## src/tbasis_queue.sv

```systemverilog
// two entry request queue between the front and back parts
`default_nettype none
module tbasis_queue #(
	parameter int WIDTH = 8
) (
	input  wire logic             clk,
	input  wire logic             arst_n,
	input  wire logic             in_valid,
	output logic                  in_stall,
	input  wire logic [WIDTH-1:0] in_data,
	output logic                  out_valid,
	input  wire logic             out_stall,
	output logic      [WIDTH-1:0] out_data
);

	logic [WIDTH-1:0] mem_q [0:1];
	logic             wp_q;
	logic             rp_q;
	logic [1:0]       cnt_q;
	logic             push;
	logic             pop;

	assign in_stall  = (cnt_q == 2'd2);
	assign out_valid = (cnt_q != 2'd0);
	assign out_data  = mem_q[rp_q];
	assign push      = in_valid & ~in_stall;
	assign pop       = out_valid & ~out_stall;

	always_ff @(posedge clk or negedge arst_n) begin
		if (!arst_n) begin
			wp_q  <= 1'b0;
			rp_q  <= 1'b0;
			cnt_q <= 2'd0;
		end else begin
			if (push) wp_q <= ~wp_q;
			if (pop) rp_q <= ~rp_q;
			if (push && !pop) cnt_q <= cnt_q + 2'd1;
			else if (pop && !push) cnt_q <= cnt_q - 2'd1;
		end
	end

	always_ff @(posedge clk) begin
		if (push) mem_q[wp_q] <= in_data;
	end

endmodule
`default_nettype wire

```

## config.mk

```make
export PLATFORM = sky130hd
export DESIGN_NAME = tbasis_queue
export DESIGN_NICKNAME = d
export VERILOG_FILES = /design/src/tbasis_queue.sv
export SDC_FILE = /design/constraint.sdc
export NUM_CORES = 1
export LEC_CHECK = 0
export BUFFER_PORTS_ARGS = -buffer_cell sky130_fd_sc_hd__buf_4
export CAP_MARGIN = 20
export CORE_MARGIN = 2
export CORE_UTILIZATION = 40
export CTS_CLUSTER_DIAMETER = 80
export DETAILED_ROUTE_END_ITERATION = 8
export PLACE_DENSITY = 0.72
export SLEW_MARGIN = 40
export SYNTH_ARGS = -nofsm -noshare
export SYNTH_HDL_FRONTEND = slang
export SYNTH_SLANG_ARGS = --single-unit
```

## constraint.sdc

```tcl
create_clock -name clk -period 1.9 [get_ports clk]
set_input_delay 0.38 -clock clk [delete_from_list [all_inputs] [get_ports clk]]
set_output_delay 0.38 -clock clk [all_outputs]
set_load 0.005 [all_outputs]
```

* Word-level counts from Yosys, hierarchy flattened
Memories as Yosys holds them, arrays and structs flattened.
Index checks and enable logic that the tools add are counted.
** Storage, ports and cells
- Flip-flop bits (word level) :: 4
- Logic and storage cells :: 23
- Latch bits :: 0
- Input port bits :: 12
- Output and inout bits :: 10
- Bits in writable memories :: 16
- Bits in read-only memories :: 0
- Memories :: 1
** Memory list
- mem_q :: words 2, width 8, read ports 1, clocked after memory_dff 0, write ports 1, RTL line 16 : logic [WIDTH-1:0] mem_q [0:1];
** Operators by class
- Multipliers :: 0
- Mux-type cells :: 4
- Shifts and indexed selects :: 0
- Reductions and logical operators :: 6
- Bitwise operators :: 6
- Div/mod/pow operators :: 0
- $add $sub $neg :: 2
- Magnitude comparators :: 0
- Equal/unequal tests :: 1
** Operators with widths (number)
- two-way mux 2 bit :: 2
- NOT 1 bit :: 4
- nonzero test 2 bit :: 2
- adder 2 x 1 -> 2 bit (second input constant) :: 1
- AND 1 bit :: 2
- == test 2 bit (second input constant) :: 1
- logical AND 1 bit :: 2
- zero test 1 bit :: 2
- two-way mux 1 bit :: 2
- subtractor 2 x 1 -> 2 bit (second input constant) :: 1

* Depth between registers and ports, before layout
Gate-level depths: netlist (run 1).
- Depth in word-level cells :: 7
- Depth in mapped cells :: 7
- Depth with buffers taken out :: 7

* Least setup slack after synthesis (run 1)
OpenSTA, ideal clock, no wires.
- Path kind :: reg2reg
- Start :: register cnt_q[0]
- End :: memory mem_q[0][0], enable pin
- Stages on the path, launching flop included :: 4
- Slack :: 0.536 ns
- Data arrival time :: 0.994 ns
- Required time :: 1.530 ns
- Cell sequence :: dfrtp_1 nand2b_1 nand2_1 nor2_1
** On the way
- Cells in the longest elaborated chain, start to end :: 5
** Ends and longest elaborated chain
- start, declared :: RTL line 19 : logic [1:0] cnt_q;
- start signal, assigned :: RTL line 37 : if (push && !pop) cnt_q <= cnt_q + 2'd1;
- start signal, assigned :: RTL line 38 : else if (pop && !push) cnt_q <= cnt_q - 2'd1;
- == test 2 bit :: RTL line 23 : assign in_stall = (cnt_q == 2'd2);
- NOT 1 bit :: RTL line 26 : assign push = in_valid & ~in_stall;
- AND 1 bit :: RTL line 26
- two-way mux 1 bit :: RTL line 43 : if (push) mem_q[wp_q] <= in_data;
- two-way mux 1 bit (not written as such) :: RTL line 43
- end, declared :: RTL line 16
Every way passes these cells.

* Worst setup path in the final report (run 1)
- Start :: register rp_q
- End :: output port out_data[6]
** On the way
- Cells in the longest elaborated chain, start to end :: 1
** Ends and longest elaborated chain
- start, declared :: RTL line 18 : logic rp_q;
- start signal, assigned :: RTL line 36 : if (pop) rp_q <= ~rp_q;
- memory (2 x 8 bit)
- end, declared :: RTL line 13 : output logic [WIDTH-1:0] out_data
Every way passes these cells.

==> summary.txt, run 1 <==
Run status
  • Status: complete, no violations

Setup path
  • Worst r2r src: cnt_q[0]
  • Critical path origin: rp_q
  • Setup crit end: out_data[6]
  • Reg2reg path depth: 7
  • WP buf/inv: 1
  • CP Class: reg -> out
  • CP Depth: 2
  • Slowest CP cell: dfrtp_1
  • CP endpoint kind: primary output
  • Startpoint types: flip-flop
  • CP peak stage delay: 0.60 ns
  • CP Cell Sequence: mux2_2, buf_4
  • Reg2reg end: cnt_q[1]
  • Arr. time, crit path: 1.42 ns
  • Worst path required time: 1.52 ns
  • R2R Setup Slk: 0.39 ns
  • CP max FO: 9
  • CP top delay family: flip-flops

GRT
  • Initial antenna violation count: 0
  • Vias in the first global route: around 420
  • First-pass GRT wire length: 2040 um
  • Total grt overflow: 0
  • GRT Util Overall: 0.115
  • Largest net degree at the start of global routing: 12

Die
  • Starting Density: 0.413
  • Core box area: 1900 um^2
  • Die area: 2330 um^2
  • Die width: roughly 48 um
  • Die Span Y: 48.3 um
  • I/O pin total: 22
  • Row count: 16

Place
  • Placer Congestion: 0.602
  • Placement Cell Area: 980 um^2
  • Port bufs: 21
  • Post-place setup slack: 0.430 ns
  • Placed cells: 92
  • Hpwl dp: 867 um

Route
  • DR pass1 iterations: 4
  • Routed Antenna Nets: 0
  • Vias: 429
  • DRC Markers: 0
  • DR WL/cell: 12.6 um
  • WL final: 1220 um
  • DR vias/cell: 4.42
  • DRT iter0 DRCs: 3

Synth
  • Netlist Area Pre-Place: slightly below 800 um^2
  • Synth Instances: 44
  • Synth top area share: 0.611
  • Yosys reg bits: 20
  • Synth Net Count: 57
  • Netlist cell types: 14
  • Synth area leaders: edfxtp_1 61%, dfrtp_1 13%, mux2_2 11%, xnor2_1 3.3%, xor2_1 2.2%
  • Sequential fraction of the synthesis area: 0.739
  • Yosys warnings: 0
  • Synth area leader: edfxtp_1
  • Mean Syn Cell Area: 17.9 um^2

Power and ir drop
  • Sequential share of power: 0.496
  • Leakage: between 0.4 and 0.5 nW
  • Sw Pwr: between 0.4 and 0.5 mW
  • Total power draw: 1.41 mW
  • Cell-internal power: around 1.0 mW
  • Maximum vdd drop: just under 800 uV
  • Switching part of the total: 0.288
  • Clk pwr share: 0.143
  • PwrDens: 1390 nW/um^2
  • Combinational group share of total power: 0.361

Clock network
  • CTS resizes: 0
  • CTS Sinks: 20
  • Max clock buf depth: 2
  • Worst-Skew Late Latency: 0.29 ns
  • Post-CTS setup buffer count: 0
  • CTS root buf: clkbuf_4
  • Hold_buf cts: 1
  • CTS tree: done
  • CTS Buf Count: 3
  • Worst-path clk slew: roughly 0.11 ns
  • H-tree lvl count: 1

Final layout
  • Antenna cells: 0
  • Ratio of cells with drive above 1 in the final layout: 0.500
  • Design area: about 1000 um^2
  • Post-Layout Cell Count: between 90 and 100
  • Final #Nets: 84
  • Area Overhead vs Synth: 29.3%
  • FF+latch area: 581 um^2
  • Fillers: 178
  • Area of the multi-input gates: between 150 and 200 um^2

STA
  • Tcrit/Tclk final: 0.945
  • Max-slew headroom: 0.734
  • Worst-margin pin slew: 0.400 ns
  • Min Tclk post-route: 1.80 ns
  • Total Neg Setup Slack: 0 ns
  • Worst setup margin: about 0.10 ns
  • Worst Skew: 0.00127 ns
  • Hold Vio Cnt, Final: 0
  • Slew Limit Fails: 0
  • # setup viols final: 0
  • Highest clock rate: 0.557 GHz
  • Unrepaired setup endpoints after global routing: false

Min path
  • Worst Min Path Start: in_data[2]
  • HP Class: in -> reg

Job
  • Max-Cap Viols: 0
layer usage:
layer  vias to the layer above  wire (um)  global-route usage
met5                         -          0                   0
met4                         0         14              0.0429
met3                         2         81              0.0340
met2                        17        580               0.178
met1                       201        542               0.154
li1                        209          -                   -
synthesized netlist by cell type:
cell / count
mux2_2: 8
nand2b_1: 1
nand2_1: 1
buf_2: 1
edfxtp_1: 16
xnor2_1: 3
nor2_1: 2
ha_1: 1
inv_1: 2
nand2b_4: 1
dfrtp_1: 4
and3_1: 1
or2_4: 1
xor2_1: 2
how the worst min path moves through the flow:
stage / endpoint / cells after the start
final: mem_q[1][2] / 1
after global routing: mem_q[1][4] / 1
after CTS: mem_q[0][2] / 1
after detailed placement: cnt_q[1] / 1
after global placement: wp_q / 1
after floorplan: cnt_q[0] / 0
kinds of logic after synthesis:
group / Yosys count / synth area share
adder cells (fa/ha/maj): 1 / 0.0159
buffers and inverters: 3 / 0.0159
XOR/XNOR: 5 / 0.0557
flip-flops: 20 / 0.739
AND/OR/NAND/NOR: 7 / 0.0589
multiplexers: 8 / 0.115
metrics by stage:
stage / hold WS (ns) / utilization
after global routing: 0.247 / 0.534
after floorplan: 0.0844 / -
after CTS: 0.262 / 0.534
after detailed placement: 0.184 / 0.515
final: 0.268 / 0.534
after global placement: 0.180 / 0.515
state kept, by name, summed over array words and instances, names as in the netlist:
signal and count:
mem_q 16, cnt_q 2, rp_q 1, wp_q 1
final cells by class:
type,instances,share of cell area
sequential,20,0.571
inverter,2,0.00739
tap,27,0.0333
clock buffer,4,0.0259
timing repair buffer,23,0.172
multi-input combinational,21,0.190
cells in the final DEF, fill, tap and decap left out:
| master | n |
|---|---|
| edfxtp_1 | 16 |
| nand2b_1 | 1 |
| clkbuf_1 | 1 |
| buf_4 | 22 |
| nand2b_4 | 1 |
| xnor2_1 | 3 |
| nand2_1 | 1 |
| nor2_1 | 2 |
| dlygate4sd3_1 | 1 |
| and3_1 | 1 |
| inv_1 | 2 |
| or2_4 | 1 |
| clkbuf_4 | 3 |
| mux2_2 | 8 |
| dfrtp_1 | 4 |
| xor2_1 | 2 |
| ha_1 | 1 |
power by group through the flow:
| stage | Combinational (mW) | Sequential [mW] | Clock (mW) |
|---|---|---|---|
| 2_1_floorplan | 0.333 | 0.660 | 0 |
| 3_3_place_gp | 0.502 | 0.702 | 0 |
| 3_5_place_dp | 0.510 | 0.712 | 0 |
| 4_1_cts | 0.517 | 0.702 | 0.204 |
| 5_1_grt | 0.557 | 0.716 | 0.226 |
| 6_report | 0.509 | 0.700 | 0.202 |
No activity file was read; power rests on OpenSTA's default activity.
==> run 2, diff against run 1 <==
Settings changed: BUFFER_PORTS_ARGS -buffer_cell sky130_fd_sc_hd__buf_4 to unset, DONT_BUFFER_PORTS set to 1, PLACE_DENSITY 0.72 to 0.62.
==> summary.txt, run 2 (same netlist as run 1, synthesis figures left out) <==
Place
  • Placer Congestion: 0.640
  • Placement Cell Area: 822 um^2
  • Port bufs: 0
  • Hpwl dp: just under 900 um
  • Post-place setup slack: between 0.3 and 0.4 ns

Run status
  • Status: complete, no violations

Final layout
  • Final #Nets: 63
  • Number of flip-flops in the largest register: 16
  • Design area: 885 um^2
  • Antenna cells: 0
  • Final Util: 0.465
  • Most common cell after layout, fill and taps aside: edfxtp_1
  • Ratio of cells with drive above 1 in the final layout: 0.306
  • Most frequent cells in the layout: 16 x edfxtp_1, 8 x mux2_2, 4 x dfrtp_1
  • Top Registers: mem_q x16, cnt_q x2
  • Area Overhead vs Synth: 12.6%
  • Reg with most FFs: mem_q

Setup path
  • CP Class: reg -> out
  • CP peak stage delay: about 0.58 ns
  • CP max FO: 9
  • CP Depth: 1
  • Arr. time, crit path: 1.27 ns
  • Slowest CP cell: dfrtp_1
  • Worst path required time: about 1.5 ns
  • CP endpoint kind: primary output
  • Startpoint types: flip-flop
  • WP buf/inv: 0
  • CP Cell Sequence: mux2_2
  • CP top delay family: flip-flops
  • Reg2reg path depth: 6

Route
  • DRC Markers: 0
  • DR vias/cell: approximately 4.8
  • Vias: 361
  • Routed Antenna Nets: 0
  • DRT iter0 DRCs: 7
  • DR WL/cell: 14.9 um
  • DR pass1 iterations: 2
  • WL final: 1130 um

STA
  • Worst-margin pin slew: 0.378 ns
  • Min Tclk post-route: 1.65 ns
  • Worst Skew: 0.00314 ns
  • Slew Limit Fails: 0
  • Max-slew headroom: 0.748
  • # setup viols final: 0
  • Total Neg Setup Slack: 0 ns
  • Hold Vio Cnt, Final: 0
  • Worst setup margin: 0.250 ns
  • Tcrit/Tclk final: 0.868
  • Highest clock rate: around 0.61 GHz
  • Unrepaired setup endpoints after global routing: false

GRT
  • Initial antenna violation count: 0
  • Total grt overflow: 0
  • Vias in the first global route: 400
  • Largest net degree at the start of global routing: 13
  • GRT Util Overall: 0.108
  • First-pass GRT wire length: 1860 um

Clock network
  • H-tree lvl count: 1
  • Max clock buf depth: 2
  • CTS Buf Count: 3
  • Worst-Skew Late Latency: between 0.2 and 0.3 ns
  • CTS Sinks: 20
  • Worst-path clk slew: ~0.11 ns
  • CTS root buf: clkbuf_4
  • Hold_buf cts: 1
  • CTS tree: done
  • Post-CTS setup buffer count: 0
  • CTS resizes: 0

Min path
  • Hold path depth: 0
  • HP Class: in -> reg

Die
  • I/O pin total: 22
  • Die Span Y: 48.3 um
  • Row count: 16
  • Die area: 2330 um^2
  • Starting Density: 0.413
  • Core box area: 1900 um^2
  • Die width: roughly 48 um

Job
  • Max-Cap Viols: 0

Power and ir drop
  • PwrDens: 1570 nW/um^2
  • Maximum vdd drop: 747 uV
  • Leakage: 0.330 nW
run 2: cell count changes in the layout (fill, tap and decap cells not counted), sizes merged:
| cell | previous run | this run |
|---|---|---|
| buf | 22 | 1 |
| bufinv | 0 | 1 |
| clkbuf | 4 | 3 |
run 2: path summary, 6_finish.rpt:
path | start | endpoint | slack, ns
max | rp_q | out_data[4] | 0.25
min | in_data[2] | mem_q[1][2] | 0.18
max reg2reg | cnt_q[0] | cnt_q[1] | 0.39
min reg2reg | cnt_q[1] | cnt_q[1] | 0.51
max in group asynchronous | arst_n | wp_q | 1.38
min in group asynchronous | arst_n | cnt_q[1] | 0.35
run 2: layout make-up:
class	count	area (um^2)
fill	177	1020
timing repair buffer	2	17.5
inverter	2	7.51
clock inverter	1	30.0
multi-input combinational	21	193
clock buffer	3	22.5
tap	27	33.8
sequential	20	581
run 2: through the flow:
stage               hold slack (ns)  instances  power, mW
finish                        0.177         76       1.39
global route                  0.150         76       1.48
CTS                           0.167         76       1.41
detailed placement           0.0845         71       1.08
global placement             0.0845         71       1.05
floorplan                    0.0844         44      0.993
run 2: report_power, final:
part | switching [mW] | internal (mW)
Clock | 0.121 | 0.213
Combinational | 0.167 | 0.189
Sequential | 0.0878 | 0.612
run 2: metal layers:
| metal | routed length, um | vias to the layer above | GRT usage | share of wire |
|---|---|---|---|---|
| met5 | 0 | - | 0 | 0 |
| met4 | 0 | 0 | 0.0429 | 0 |
| met3 | 102 | 0 | 0.0494 | 0.090 |
| met2 | 617 | 13 | 0.192 | 0.55 |
| met1 | 412 | 181 | 0.109 | 0.36 |
| li1 | - | 167 | - | - |
==> run 3, diff against run 2 <==
Settings changed: CTS_CLUSTER_DIAMETER 80 to unset.
Clock period 1.9 ns to 2.1 ns, I/O delays scaled along.
==> summary.txt, run 3 (same netlist as run 1, synthesis figures left out) <==
Power and ir drop
  • PwrDens: 1430 nW/um^2
  • Maximum vdd drop: 663 uV
  • Leakage: between 0.3 and 0.4 nW

Die
  • Die area: 2330 um^2
  • I/O pin total: 22
  • Starting Density: 0.413
  • Core box area: 1900 um^2
  • Row count: 16
  • Die Span Y: 48.3 um
  • Die width: 48.3 um

Place
  • Port bufs: 0
  • Placer Congestion: 0.648
  • Hpwl dp: between 800 and 900 um

Route
  • Vias: 356
  • DR pass1 iterations: 3
  • DR vias/cell: between 4 and 5
  • DR WL/cell: 14.7 um
  • WL final: 1120 um
  • Routed Antenna Nets: 0
  • DRC Markers: 0
  • DRT iter0 DRCs: 2

Final layout
  • Ratio of cells with drive above 1 in the final layout: 0.306
  • Most common cell after layout, fill and taps aside: edfxtp_1
  • Most frequent cells in the layout: 16 x edfxtp_1, 8 x mux2_2, 4 x dfrtp_1
  • Top Registers: mem_q x16, cnt_q x2
  • Fillers: 167
  • Reg with most FFs: mem_q
  • Antenna cells: 0
  • Final #Nets: 63
  • Area Overhead vs Synth: 12.6%
  • Number of flip-flops in the largest register: 16

STA
  • Worst Skew: 0.000925 ns
  • Worst-margin pin slew: between 0.3 and 0.4 ns
  • Hold Slack: roughly 0.21 ns
  • Tcrit/Tclk final: 0.810
  • Hold Vio Cnt, Final: 0
  • Max-slew headroom: 0.745
  • Highest clock rate: 0.588 GHz
  • Unrepaired setup endpoints after global routing: false
  • Min Tclk post-route: between 1.5 and 2 ns
  • Slew Limit Fails: 0
  • # setup viols final: 0
  • Total Neg Setup Slack: 0 ns

Setup path
  • Reg2reg path depth: 7
  • CP max FO: 9
  • Arr. time, crit path: 1.28 ns
  • WP buf/inv: 0
  • CP endpoint kind: primary output
  • CP Class: reg -> out
  • Slowest CP cell: dfrtp_1
  • Worst path required time: 1.68 ns
  • CP Cell Sequence: mux2_2
  • CP Depth: 1
  • Startpoint types: flip-flop
  • CP peak stage delay: 0.59 ns
  • CP top delay family: flip-flops

GRT
  • GRT Util Overall: 0.101
  • Initial antenna violation count: 0
  • Total grt overflow: 0
  • Largest net degree at the start of global routing: 13
  • First-pass GRT wire length: 1730 um
  • Vias in the first global route: 398

Clock network
  • CTS Sinks: 20
  • CTS Buf Count: 3
  • CTS root buf: clkbuf_4
  • Worst-path clk slew: between 0.1 and 0.15 ns
  • H-tree lvl count: 1
  • Max clock buf depth: 2
  • CTS resizes: 0
  • CTS tree: done
  • Worst-Skew Late Latency: 0.29 ns

Run status
  • Status: complete, no violations

Min path
  • HP Class: in -> reg
  • Hold path depth: 0

Job
  • Max-Cap Viols: 0
## run 3: layer usage
metal  up-vias  global-route usage  routed length (um)
met5         -                   0                   0
met4         0              0.0429                   0
li1        166                   -                   -
met3         0              0.0463                  83
met1       179              0.0947                 414
met2        11               0.188                 622
## run 3: final timing paths
kind,startpoint,end,slack [ns]
worst min register to register,cnt_q[1],cnt_q[1],0.52
worst max register to register,cnt_q[0],cnt_q[1],0.59
max in group asynchronous,arst_n,wp_q,1.55
min in group asynchronous,arst_n,cnt_q[1],0.38
worst max-delay path,rp_q,out_data[3],0.40
worst min-delay path,in_data[1],mem_q[1][1],0.21
## run 3: power breakdown
group / switching [mW] / leakage (nW) / internal [mW]
clock: 0.112 / 0.0279 / 0.193
combinational: 0.152 / 0.107 / 0.170
sequential: 0.0808 / 0.195 / 0.554
total: 0.345 / 0.330 / 0.917
## run 3: timing repair
| item | CTS | global route |
|---|---|---|
| hold endpoints to repair | 4 | 0 |
| buffers inserted | 0 | 0 |
| hold buffers | 1 | 0 |
## run 3: final cells by class
cell class	count	area (um^2)	area share
inverters	2	7.51	0.00849
clock inverters	1	30.0	0.0339
clock buffers	3	22.5	0.0255
repair buffers	2	17.5	0.0198
flip-flops and latches	20	581	0.656
multi-input cells	21	193	0.218
well taps	27	33.8	0.0382
## run 3: per-stage QoR
stage	worst slack (ns)	instances	util	power, mW	area (um^2)
after floorplan	0.736	44	-	0.898	786
after global placement	0.709	71	0.432	0.951	822
after detailed placement	0.613	71	0.432	0.973	822
after CTS	0.348	76	0.465	1.28	885
after global routing	0.314	76	0.465	1.34	885
final	0.399	76	0.465	1.26	885
