<file path="config.mk">
export PLATFORM = sky130hd
export DESIGN_NAME = tbasis_front
export DESIGN_NICKNAME = d
export VERILOG_FILES = /design/src/tbasis_pkg.sv /design/src/tbasis_front.sv
export SDC_FILE = /design/constraint.sdc
export NUM_CORES = 1
export LEC_CHECK = 0
export BUFFER_PORTS_ARGS = -buffer_cell sky130_fd_sc_hd__buf_4
export CAP_MARGIN = 20
export CORE_MARGIN = 4
export CORE_UTILIZATION = 52
export DETAILED_ROUTE_END_ITERATION = 7
export HOLD_SLACK_MARGIN = 0.03
export PLACE_DENSITY_LB_ADDON = 0.12
export SLEW_MARGIN = 40
export SYNTH_ARGS = -nofsm -noshare
export SYNTH_HDL_FRONTEND = slang
export SYNTH_SLANG_ARGS = --single-unit
</file>
<file path="constraint.sdc">
create_clock -name clk -period 12.05 [get_ports clk]
set_input_delay 1.205 -clock clk [delete_from_list [all_inputs] [get_ports clk]]
set_output_delay 1.205 -clock clk [all_outputs]
set_load 0.1 [all_outputs]
</file>
<file path="src/tbasis_pkg.sv">
// shared helper functions for the triangle tangent basis block
`default_nettype none
package tbasis_pkg;

	function automatic int imax(input int a, input int b);
		return (a > b) ? a : b;
	endfunction

	// right shift applied to texture deltas so that products stay within 64 bits
	function automatic int tex_shift(input int tex_w);
		return (tex_w > 30) ? tex_w - 30 : 0;
	endfunction

	// right shift applied to edge vectors so that products stay within 64 bits
	function automatic int pos_shift(input int pos_w, input int tex_w);
		int ts;
		ts = tex_shift(tex_w);
		return (pos_w + tex_w - ts > 60) ? pos_w + tex_w - ts - 60 : 0;
	endfunction

endpackage
`default_nettype wire

</file>
<file path="src/tbasis_front.sv">
// vertex front end: corner counting, held corners and edge / texture deltas
`default_nettype none
module tbasis_front import tbasis_pkg::*; #(
	parameter int POS_WIDTH = 24,
	parameter int TEX_WIDTH = 21,
	localparam int TS = tex_shift(TEX_WIDTH),
	localparam int PS = pos_shift(POS_WIDTH, TEX_WIDTH),
	localparam int EW = POS_WIDTH + 1 - PS,
	localparam int DW = TEX_WIDTH + 1 - TS,
	localparam int JW = 6 * EW + 4 * DW
) (
	input  wire logic                        clk,
	input  wire logic                        arst_n,
	input  wire logic                        in_valid,
	output logic                             in_stall,
	input  wire logic                        mesh_start,
	input  wire logic signed [POS_WIDTH-1:0] pos_x,
	input  wire logic signed [POS_WIDTH-1:0] pos_y,
	input  wire logic signed [POS_WIDTH-1:0] pos_z,
	input  wire logic signed [TEX_WIDTH-1:0] tex_u,
	input  wire logic signed [TEX_WIDTH-1:0] tex_v,
	output logic                             job_valid,
	input  wire logic                        job_stall,
	output logic             [JW-1:0]        job_data
);

	localparam logic [POS_WIDTH:0] PMASK = (POS_WIDTH+1)'((64'd1 << PS) - 64'd1);
	localparam logic [TEX_WIDTH:0] TMASK = (TEX_WIDTH+1)'((64'd1 << TS) - 64'd1);

	logic        [1:0]           corner_q;
	logic signed [POS_WIDTH-1:0] p0_q [0:2];
	logic signed [POS_WIDTH-1:0] p1_q [0:2];
	logic signed [TEX_WIDTH-1:0] t0_q [0:1];
	logic signed [TEX_WIDTH-1:0] t1_q [0:1];
	logic        [1:0]           eff;
	logic                        third;
	logic                        accept;
	logic signed [POS_WIDTH-1:0] pin [0:2];
	logic signed [TEX_WIDTH-1:0] tin [0:1];
	logic signed [EW-1:0]        e1 [0:2];
	logic signed [EW-1:0]        e2 [0:2];
	logic signed [DW-1:0]        du1, dv1, du2, dv2;

	// difference truncated toward zero by the position shift
	function automatic logic signed [EW-1:0] pdelta(input logic signed [POS_WIDTH-1:0] a,
		input logic signed [POS_WIDTH-1:0] b);
		logic signed [POS_WIDTH:0] d;
		d = (POS_WIDTH+1)'(a) - (POS_WIDTH+1)'(b);
		if (d[POS_WIDTH]) d = d + $signed(PMASK);
		return EW'(d >>> PS);
	endfunction

	function automatic logic signed [DW-1:0] tdelta(input logic signed [TEX_WIDTH-1:0] a,
		input logic signed [TEX_WIDTH-1:0] b);
		logic signed [TEX_WIDTH:0] d;
		d = (TEX_WIDTH+1)'(a) - (TEX_WIDTH+1)'(b);
		if (d[TEX_WIDTH]) d = d + $signed(TMASK);
		return DW'(d >>> TS);
	endfunction

	assign pin[0] = pos_x;
	assign pin[1] = pos_y;
	assign pin[2] = pos_z;
	assign tin[0] = tex_u;
	assign tin[1] = tex_v;

	assign eff       = mesh_start ? 2'd0 : corner_q;
	assign third     = (eff == 2'd2);
	assign in_stall  = third & job_stall;
	assign job_valid = in_valid & third;
	assign accept    = in_valid & ~in_stall;

	always_comb begin
		for (int i = 0; i < 3; i++) begin
			e1[i] = pdelta(p1_q[i], p0_q[i]);
			e2[i] = pdelta(pin[i], p0_q[i]);
		end
		du1 = tdelta(t1_q[0], t0_q[0]);
		dv1 = tdelta(t1_q[1], t0_q[1]);
		du2 = tdelta(tin[0], t0_q[0]);
		dv2 = tdelta(tin[1], t0_q[1]);
	end

	assign job_data = {e1[0], e1[1], e1[2], e2[0], e2[1], e2[2], du1, dv1, du2, dv2};

	always_ff @(posedge clk or negedge arst_n) begin
		if (!arst_n) begin
			corner_q <= 2'd0;
		end else if (accept) begin
			corner_q <= third ? 2'd0 : eff + 2'd1;
		end
	end

	always_ff @(posedge clk) begin
		if (accept && eff == 2'd0) begin
			for (int i = 0; i < 3; i++) p0_q[i] <= pin[i];
			for (int i = 0; i < 2; i++) t0_q[i] <= tin[i];
		end
		if (accept && eff == 2'd1) begin
			for (int i = 0; i < 3; i++) p1_q[i] <= pin[i];
			for (int i = 0; i < 2; i++) t1_q[i] <= tin[i];
		end
	end

endmodule
`default_nettype wire

</file>
# Yosys cells after proc, flatten, opt, wreduce, memory -nomap -nowiden

Memories as Yosys holds them, arrays and structs flattened.
Index checks and enable logic that the tools add are counted.

Memories: 4
Bits in writable memories: 228
Register bits: 2
Output and inout bits: 240

Memory list:

| name | words | width | rd ports | clocked after Yosys merged registers in | write ports | RTL line           | text |
|---|---|---|---|---|---|---|---|
| p0_q | 3     | 24    | 3        | 0                                       | 3           | tbasis_front.sv:31 | `logic signed [POS_WIDTH-1:0] p0_q [0:2];` |
| p1_q | 3     | 24    | 3        | 0                                       | 3           | tbasis_front.sv:32 | `logic signed [POS_WIDTH-1:0] p1_q [0:2];` |
| t0_q | 2     | 21    | 2        | 0                                       | 2           | tbasis_front.sv:33 | `logic signed [TEX_WIDTH-1:0] t0_q [0:1];` |
| t1_q | 2     | 21    | 2        | 0                                       | 2           | tbasis_front.sv:34 | `logic signed [TEX_WIDTH-1:0] t1_q [0:1];` |

$add $sub $neg: 11
Equal/unequal tests: 2
Bitwise operators: 4
Multiplexer cells: 16
Reductions and logical operators: 3

Operators by type and width:

| kind                                                | number |
|---|---|
| two-way mux 25 bit                                  | 6 |
| subtractor 24 x 24 -> 25 bit                        | 6 |
| two-way mux 22 bit                                  | 4 |
| subtractor 21 x 21 -> 22 bit                        | 4 |
| two-way mux 1 bit                                   | 4 |
| two-way mux 2 bit                                   | 2 |
| bitwise AND 1 bit                                   | 3 |
| adder 2 x 1 -> 2 bit, second input constant         | 1 |
| equality test 2 x 1 -> 1 bit, second input constant | 1 |
| equality test 2 bit, second input constant          | 1 |
| logical AND 1 bit                                   | 2 |
| zero test 2 bit                                     | 1 |
| inverter 1 bit                                      | 1 |

# Logic depth before layout (Yosys ltp)

Gate-level depths: netlist of run 1.

Word-level depth: 8
Depth in mapped cells: 12

# Worst setup path after synthesis of run 1

No wires, ideal clock.

Kind: input port to flip-flop
Start: input in_valid
End: memory p1_q[0][0] (enable)
Arrival time: 12.854 ns
Buffers on the path: 0
Cell stages on the path: 2
Library setup time: 0.906 ns
Slack: -1.710 ns
Path through: inv_1 nor4b_1

RTL lines:

| what            | RTL line           | text |
|---|---|---|
| start, declared | tbasis_front.sv:14 | `input wire logic in_valid,` |
| end, declared   | tbasis_front.sv:32 |  |

# Final worst setup path of run 1

Start: input tex_u[0]
End: output job_data[42]

Cells in the longest elaborated chain, start to end: 2

RTL lines:

| what                         | RTL line           | text |
|---|---|---|
| start, declared              | tbasis_front.sv:20 | `input wire logic signed [TEX_WIDTH-1:0] tex_u,` |
| subtractor 21 x 21 -> 22 bit | tbasis_front.sv:56 | `d = (TEX_WIDTH+1)'(a) - (TEX_WIDTH+1)'(b);` |
| two-way mux 22 bit           | tbasis_front.sv:57 | `if (d[TEX_WIDTH]) d = d + $signed(TMASK);` |
| end, declared                | tbasis_front.sv:24 | `output logic [JW-1:0] job_data` |

No other way between the ends.

==> reports/metrics.yaml, run 1 <==
crit_type: "input pin to output port"
grt_pass1_wl_mm: 72.79
skew_ns: 0.02061
fmax_mhz: 182.8
drive_gt1_share_pct: 18.97
drc: 0
r2r_start: "corner_q[0]"
worstSetupEndpoint: "job_data[42]"
synth_fa_ha_area_share_pct: 16.81
dpl.hpwl_mm: 37.23
fillCellCount: 2860
antenna_found_initial: 3
synth_edf_count: 228
slew_viol_final: 0
fin_ws_ns: 6.580
grt_overflow: 0
use_met3_pct: 5.426
period_needed_ns: 5.470
hold_class: "input pin to async pin"
synth_xor_area_share_pct: 9.017
synth_mux_area_share_pct: 0.2273
hold_buffers: 0
cts.path.max_buffers: 3
cp_max_fo: 4
tns_ns: 0
initial_core_util_pct: 52.71
syn_area_mm2: 0.01816
multi_input_area_mm2: 0.01049
core_area_mm2: 0.03446
rsz0062_at_grt: "false"
drtIter0Drc: 876
synth_cell_types: 71
synth_top_family_by_area: "compound AO/OA/AOI/OAI gates"
post-route-util_pct: 64.58
layout_common_cells: "buf_4, ha_1, edfxtp_1, inv_1, a21oi_1"
grt_use_total_pct: 22.97
synth_nets: 2206
synth_seq_cells: 230
synth.area.top_cells: "edfxtp_1, ha_1, xnor2_1, a21oi_1, a21o_1"
grtUsageMet1_pct: 29.91
num_io_pins: 359
cts_sinks: 230
synthSimpleGateAreaFrac_pct: 11.06
path_clk_slew_ns: 0.06
preCtsSetupSlack_ns: 6.644
grt_max_degree: 60
fin_cells: 2691
final_common_cell: "buf_4"
reg2reg_slack_ns: 9.26
clk-insertion-delay-late_ns: 0.54
top_usage_layer: "met2"
vias: 15099
rows: 68
maxCapViolations: 0
port_buffers: 358
final-seq-area_mm2: 0.006897
crit_start: "tex_u[0]"
netlist.area_leader.share_pct: 37.69
vias_per_cell: 5.611
numCtsBuffers: 26
status: "completed"
p_per_area_mw_per_mm2: 185.9
htree_levels: 1
p_leak_nw: 10.16
die_w_um: 194.9
ant_nets: 0
worstMarginPinSlew_ns: 0.7990
fin_hold_ws_ns: 0.4395
vdd_drop_max_v: 0.0002333
cts_tree: "done"
cts_resized: 0
r2r_cells: 5
finalSetupViolations: 0
maxSlewHeadroom_pct: 46.74
start_kind: "input pin"
hold_viol_final: 0
place.gp.congestion: 0.9241
total_power_mw: 4.136
nets: 2574
final_area_mm2: 0.02225
synth_ff_type: "edfxtp_1"
end_kind: "output port"
area_growth_pct: 22.51
wl_per_cell_um: 17.21
ys_seq_area_share_pct: 37.97
yosys.area.top_type: "edfxtp_1"
arrival_ns: 4.26
rr_endpoint: "p0_q[0][56]"
fin_crit_sh_pct: 45.39
gr-usage-met2_pct: 38.20
place_inst: 2644
required_ns: 10.85
async_flop_share_pct: 0.8696
synth_compound_area_share_pct: 20.49
dieArea_mm2: 0.03798
root_buffer: "clkbuf_16"
grt_pass1_vias: 14560
yosysWarnings: 0
dr.pass1.iters: 5
wl_mm: 46.31
syn_area_per_cell_um2: 9.824
post_dp_cell_area_mm2: 0.02139
cts_setup_buffers: 0
syn_inst: 1849
die_h_um: 194.9
-- state kept, by name, indices dropped and copies added, names as in the netlist --
register	flops
t0_q	42
corner_q	2
p1_q	72
p0_q	72
t1_q	42
-- routing by layer --
layer,up-vias,share of wire (%)
met1,7050,44
met2,429,46
met4,4,3.4
met5,-,0.086
met3,86,7.3
li1,7530,-
-- critical path: stages --
cell and delay, ns:
buf_4 0.12, inv_1 0.05, ha_1 0.16, inv_1 0.06
fa_1 0.40, a21oi_1 0.22, nor3b_1 0.10, o31ai_1 0.34
o21ai_0 0.27, or4_1 0.52, a21oi_1 0.22, o21ai_0 0.15
xor2_1 0.14, buf_4 0.31
-- cell usage after synthesis (4+ instances only) --
cell and count:
xor2_1 58, a211oi_1 15, a311o_1 4, nor2b_1 34
o22ai_1 11, a41oi_1 6, xnor2_1 129, o211ai_1 8
and3_1 14, fa_1 10, nor4_1 4, nand3_1 36
o311ai_0 4, ha_1 228, o21ai_1 6, a21boi_0 6
a21o_1 97, edfxtp_1 228, o31ai_1 12, or3_1 7
o21ai_0 87, nand4_1 20, nor3_1 26, a2111oi_0 4
a221o_1 4, clkbuf_1 21, o21bai_1 22, o21a_1 43
a21oi_1 159, a41o_1 5, nand2_1 106, o31a_1 9
inv_1 191, and2_1 9, and4_1 7, a211o_1 5
nand2b_1 25, a31oi_1 25, nor2_1 107, a221oi_1 5
-- power by group --
part | leakage, nW | switching [mW] | internal [mW]
combinational | 7.59 | 1.85 | 0.539
clock | 0.415 | 0.308 | 0.485
sequential | 2.15 | 0.0139 | 0.937
total | 10.2 | 2.17 | 1.96
-- logic make-up after synthesis --
group           Yosys count
compound gates          566
xor+xnor                187
fa+ha+maj               238
buf+inv                 213
flops                   230
mux                       4
simple gates            411
-- final cells by class --
type	count	share of cell area, %
multi-input cells	1406	47.13
flip-flops and latches	230	30.99
repair buffers	362	12.23
clock buffers	37	3.295
inverters	191	3.222
well taps	455	2.558
clock inverters	9	0.5623
diodes	1	0.01125
-- worst min-delay path by stage --
stage	start	end	slack, ns	cells after the start
2_1_floorplan	corner_q[0]	corner_q[0]	0.55	1
3_3_place_gp	corner_q[0]	corner_q[0]	0.59	1
3_5_place_dp	corner_q[0]	corner_q[0]	0.62	1
4_1_cts	arst_n	corner_q[1]	0.42	1
5_1_grt	arst_n	corner_q[0]	0.42	1
6_report	arst_n	corner_q[0]	0.44	1
Power figures use the tool's default switching activity.
==> run 2, diff against run 1 <==
--- a/config.mk
+++ b/config.mk
@@ -5,10 +5,11 @@
 export SDC_FILE = /design/constraint.sdc
 export NUM_CORES = 1
 export LEC_CHECK = 0
+export ABC_AREA = 1
 export BUFFER_PORTS_ARGS = -buffer_cell sky130_fd_sc_hd__buf_4
 export CAP_MARGIN = 20
 export CORE_MARGIN = 4
-export CORE_UTILIZATION = 52
+export CORE_UTILIZATION = 60
 export DETAILED_ROUTE_END_ITERATION = 7
 export HOLD_SLACK_MARGIN = 0.03
 export PLACE_DENSITY_LB_ADDON = 0.12
==> constraint.sdc (replaced) <==
create_clock -name clk -period 5.1 [get_ports clk]
set_input_delay 0.51 -clock clk [delete_from_list [all_inputs] [get_ports clk]]
set_output_delay 0.51 -clock clk [all_outputs]
set_load 0.1 [all_outputs]
==> reports/metrics.yaml, run 2 <==
status: "completed"
root_buffer: "clkbuf_16"
power.switching_mw: 5.799
arrival_ns: 2.89
grt_use_total_pct: 31.36
rr_endpoint: "p1_q[0][44]"
worstMarginPinSlew_ns: 0.7137
maxSlewHeadroom_pct: 52.42
vias_per_cell: 5.119
hold_viol_final: 0
path_clk_slew_ns: 0.07
final_common_cell: "nand2_1"
cts.path.max_buffers: 3
internal_power_mw: 4.675
syn_area_per_cell_um2: 6.276
hold_depth: 1
yosys-top-cells-count: "nand2_1, inv_1, nor2_1, edfxtp_1, ha_1"
period_needed_ns: 3.402
largest_registers: "p0_q (72), p1_q (72)"
rsz0062_at_grt: "false"
fin_hold_ws_ns: 0.1417
crit_type: "flip-flop to output port"
async_flop_share_pct: 0.8696
yosysWarnings: 0
port_buffers: 358
slew_viol_final: 0
ys_seq_area_share_pct: 28.81
power_frac_seq_pct: 21.5
maxCapViolations: 0
required_ns: 4.59
fin_crit_sh_pct: 66.70
cp_max_fo: 4
fmax_mhz: 294.0
finalSetupViolations: 0
synth_seq_cells: 230
hp-start: "pos_x[0]"
dr.pass1.iters: 6
drive_gt1_share_pct: 10.74
drtIter0Drc: 2115
cts_tree: "done"
hold_class: "input pin to flip-flop"
cts_resized: 0
r2r_start: "corner_q[1]"
grt_pass1_wl_mm: 112.1
wl_mm: 70.79
layout_common_cells: "nand2_1, inv_1, buf_4, nor2_1"
end_kind: "output port"
antenna_found_initial: 4
reg2reg_slack_ns: 2.84
grt_overflow: 0
p_leak_nw: 16.52
dieArea_mm2: 0.04316
swShare_pct: 55.36
drc: 0
nets: 4566
cts_sinks: 230
synth.area.top_cells: "edfxtp_1, nand2_1, inv_1, ha_1, nand3_1"
die_h_um: 207.8
htree_levels: 1
p_per_area_mw_per_mm2: 371.0
cts_setup_buffers: 0
start_kind: "flip-flop"
synth_edf_count: 228
post-route-util_pct: 72.37
vias: 24311
min_delay_worst_endpoint: "p1_q[0][0]"
synth_nets: 4172
wl_per_cell_um: 14.91
area_growth_pct: 17.91
clk-insertion-delay-late_ns: 0.55
yosysMostFrequentCell: "nand2_1"
tns_ns: 0
fillCellCount: 3393
synth_cell_types: 21
die_w_um: 207.8
ant_nets: 0
rows: 72
skew_ns: 0.01759
yosys.area.top_type: "edfxtp_1"
grt_max_degree: 53
synth_ff_type: "edfxtp_1"
syn_inst: 3815
netlist.area_leader.share_pct: 28.60
dpl.hpwl_mm: 59.34
p_clk_share_pct: 18.4
numCtsBuffers: 27
initial_core_util_pct: 61.38
place.gp.congestion: 0.9765
core_area_mm2: 0.03901
grt_pass1_vias: 22706
num_io_pins: 359
syn_area_mm2: 0.02394
comb_power_share_pct: 60.1
vdd_drop_max_v: 0.0004709
r2r_cells: 8
==> run 2: cell types whose count changed after synthesis, moves of 86 or more <==
cell / delta
inv_1: +709
xnor2_1: -120
o21ai_0: -86
a21o_1: -97
nand2_1: +1457
nor2_1: +157
nand3_1: +173
==> run 2: cells by family after synthesis <==
logic type | Yosys count | share of synthesized area [%]
simple gates | 2187 | 36.92
flops | 230 | 28.81
buf+inv | 900 | 14.11
compound gates | 140 | 3.021
xor+xnor | 120 | 4.390
fa+ha+maj | 238 | 12.75
==> run 2: final cells by class <==
cell class                 instances  area [µm²]  share of cell area (%)
sequential                       230        6897                   24.43
antenna                            3       7.507                 0.02659
multi-input combinational       2685       13680                   48.45
clock inverter                    18       190.2                  0.6737
inverter                         900        3381                   11.98
clock buffer                      30       686.9                   2.433
tap                              518       648.1                   2.296
timing repair buffer             365        2743                   9.715
==> run 2: critical path: stages, from the launching register on <==
cell and delay, ns:
edfxtp_1 0.41, ha_1 0.27, fa_1 0.44, inv_1 0.13, nand2_1 0.06, nand2_1 0.08, nand3_1 0.09, nand2_2 0.15
nand2_1 0.06, nand2_1 0.07, xor2_1 0.24, buf_4 0.34
==> run 2: power by group through the flow <==
stage               clock network [mW]  registers, mW  logic, mW
finish                            1.92           2.26       6.29
detailed placement                   0           2.29       6.24
CTS                               1.95           2.26       6.26
global route                      2.02           2.26       6.64
global placement                     0           2.29       6.20
floorplan                            0           2.29       4.88
==> run 2: per-layer routing <==
| metal | GRT usage [%] | vias up | wire (µm) |
|---|---|---|---|
| li1 | - | 12410 | - |
| met1 | 40.87 | 10922 | 30220 |
| met2 | 53.28 | 839 | 32450 |
| met3 | 5.713 | 138 | 5792 |
| met4 | 9.875 | 2 | 2311 |
| met5 | 0 | - | 20 |
==> run 2: what timing repair did <==
| action | 4_1_cts | 5_1_grt |
|---|---|---|
| hold endpoints to repair | 2 | 0 |
| hold buffers | 1 | 0 |
| setup endpoints to repair | 0 | 0 |
==> run 2: how the worst max path moves through the flow <==
stage / depth (start not counted) / from / slack, ns / end
floorplan: 6 / mesh_start / 0.75 / p1_q[0][0]
global placement: 13 / pos_x[0] / 2.16 / job_data[154]
detailed placement: 13 / pos_x[0] / 2.09 / job_data[154]
CTS: 11 / p0_q[0][0] / 1.71 / job_data[154]
global route: 12 / t1_q[0][0] / 1.55 / job_data[82]
finish: 11 / p0_q[0][0] / 1.70 / job_data[225]
==> run 2: per-stage QoR <==
step / power, mW / worst slack [ns] / std cells / area [µm²]
after floorplan: 7.171 / 0.7511 / 3815 / 23950
after global placement: 8.492 / 2.156 / 4696 / 27330
after detailed placement: 8.535 / 2.089 / 4697 / 27340
after CTS: 10.47 / 1.711 / 4746 / 28220
after global routing: 10.93 / 1.545 / 4749 / 28230
final: 10.47 / 1.698 / 4749 / 28230
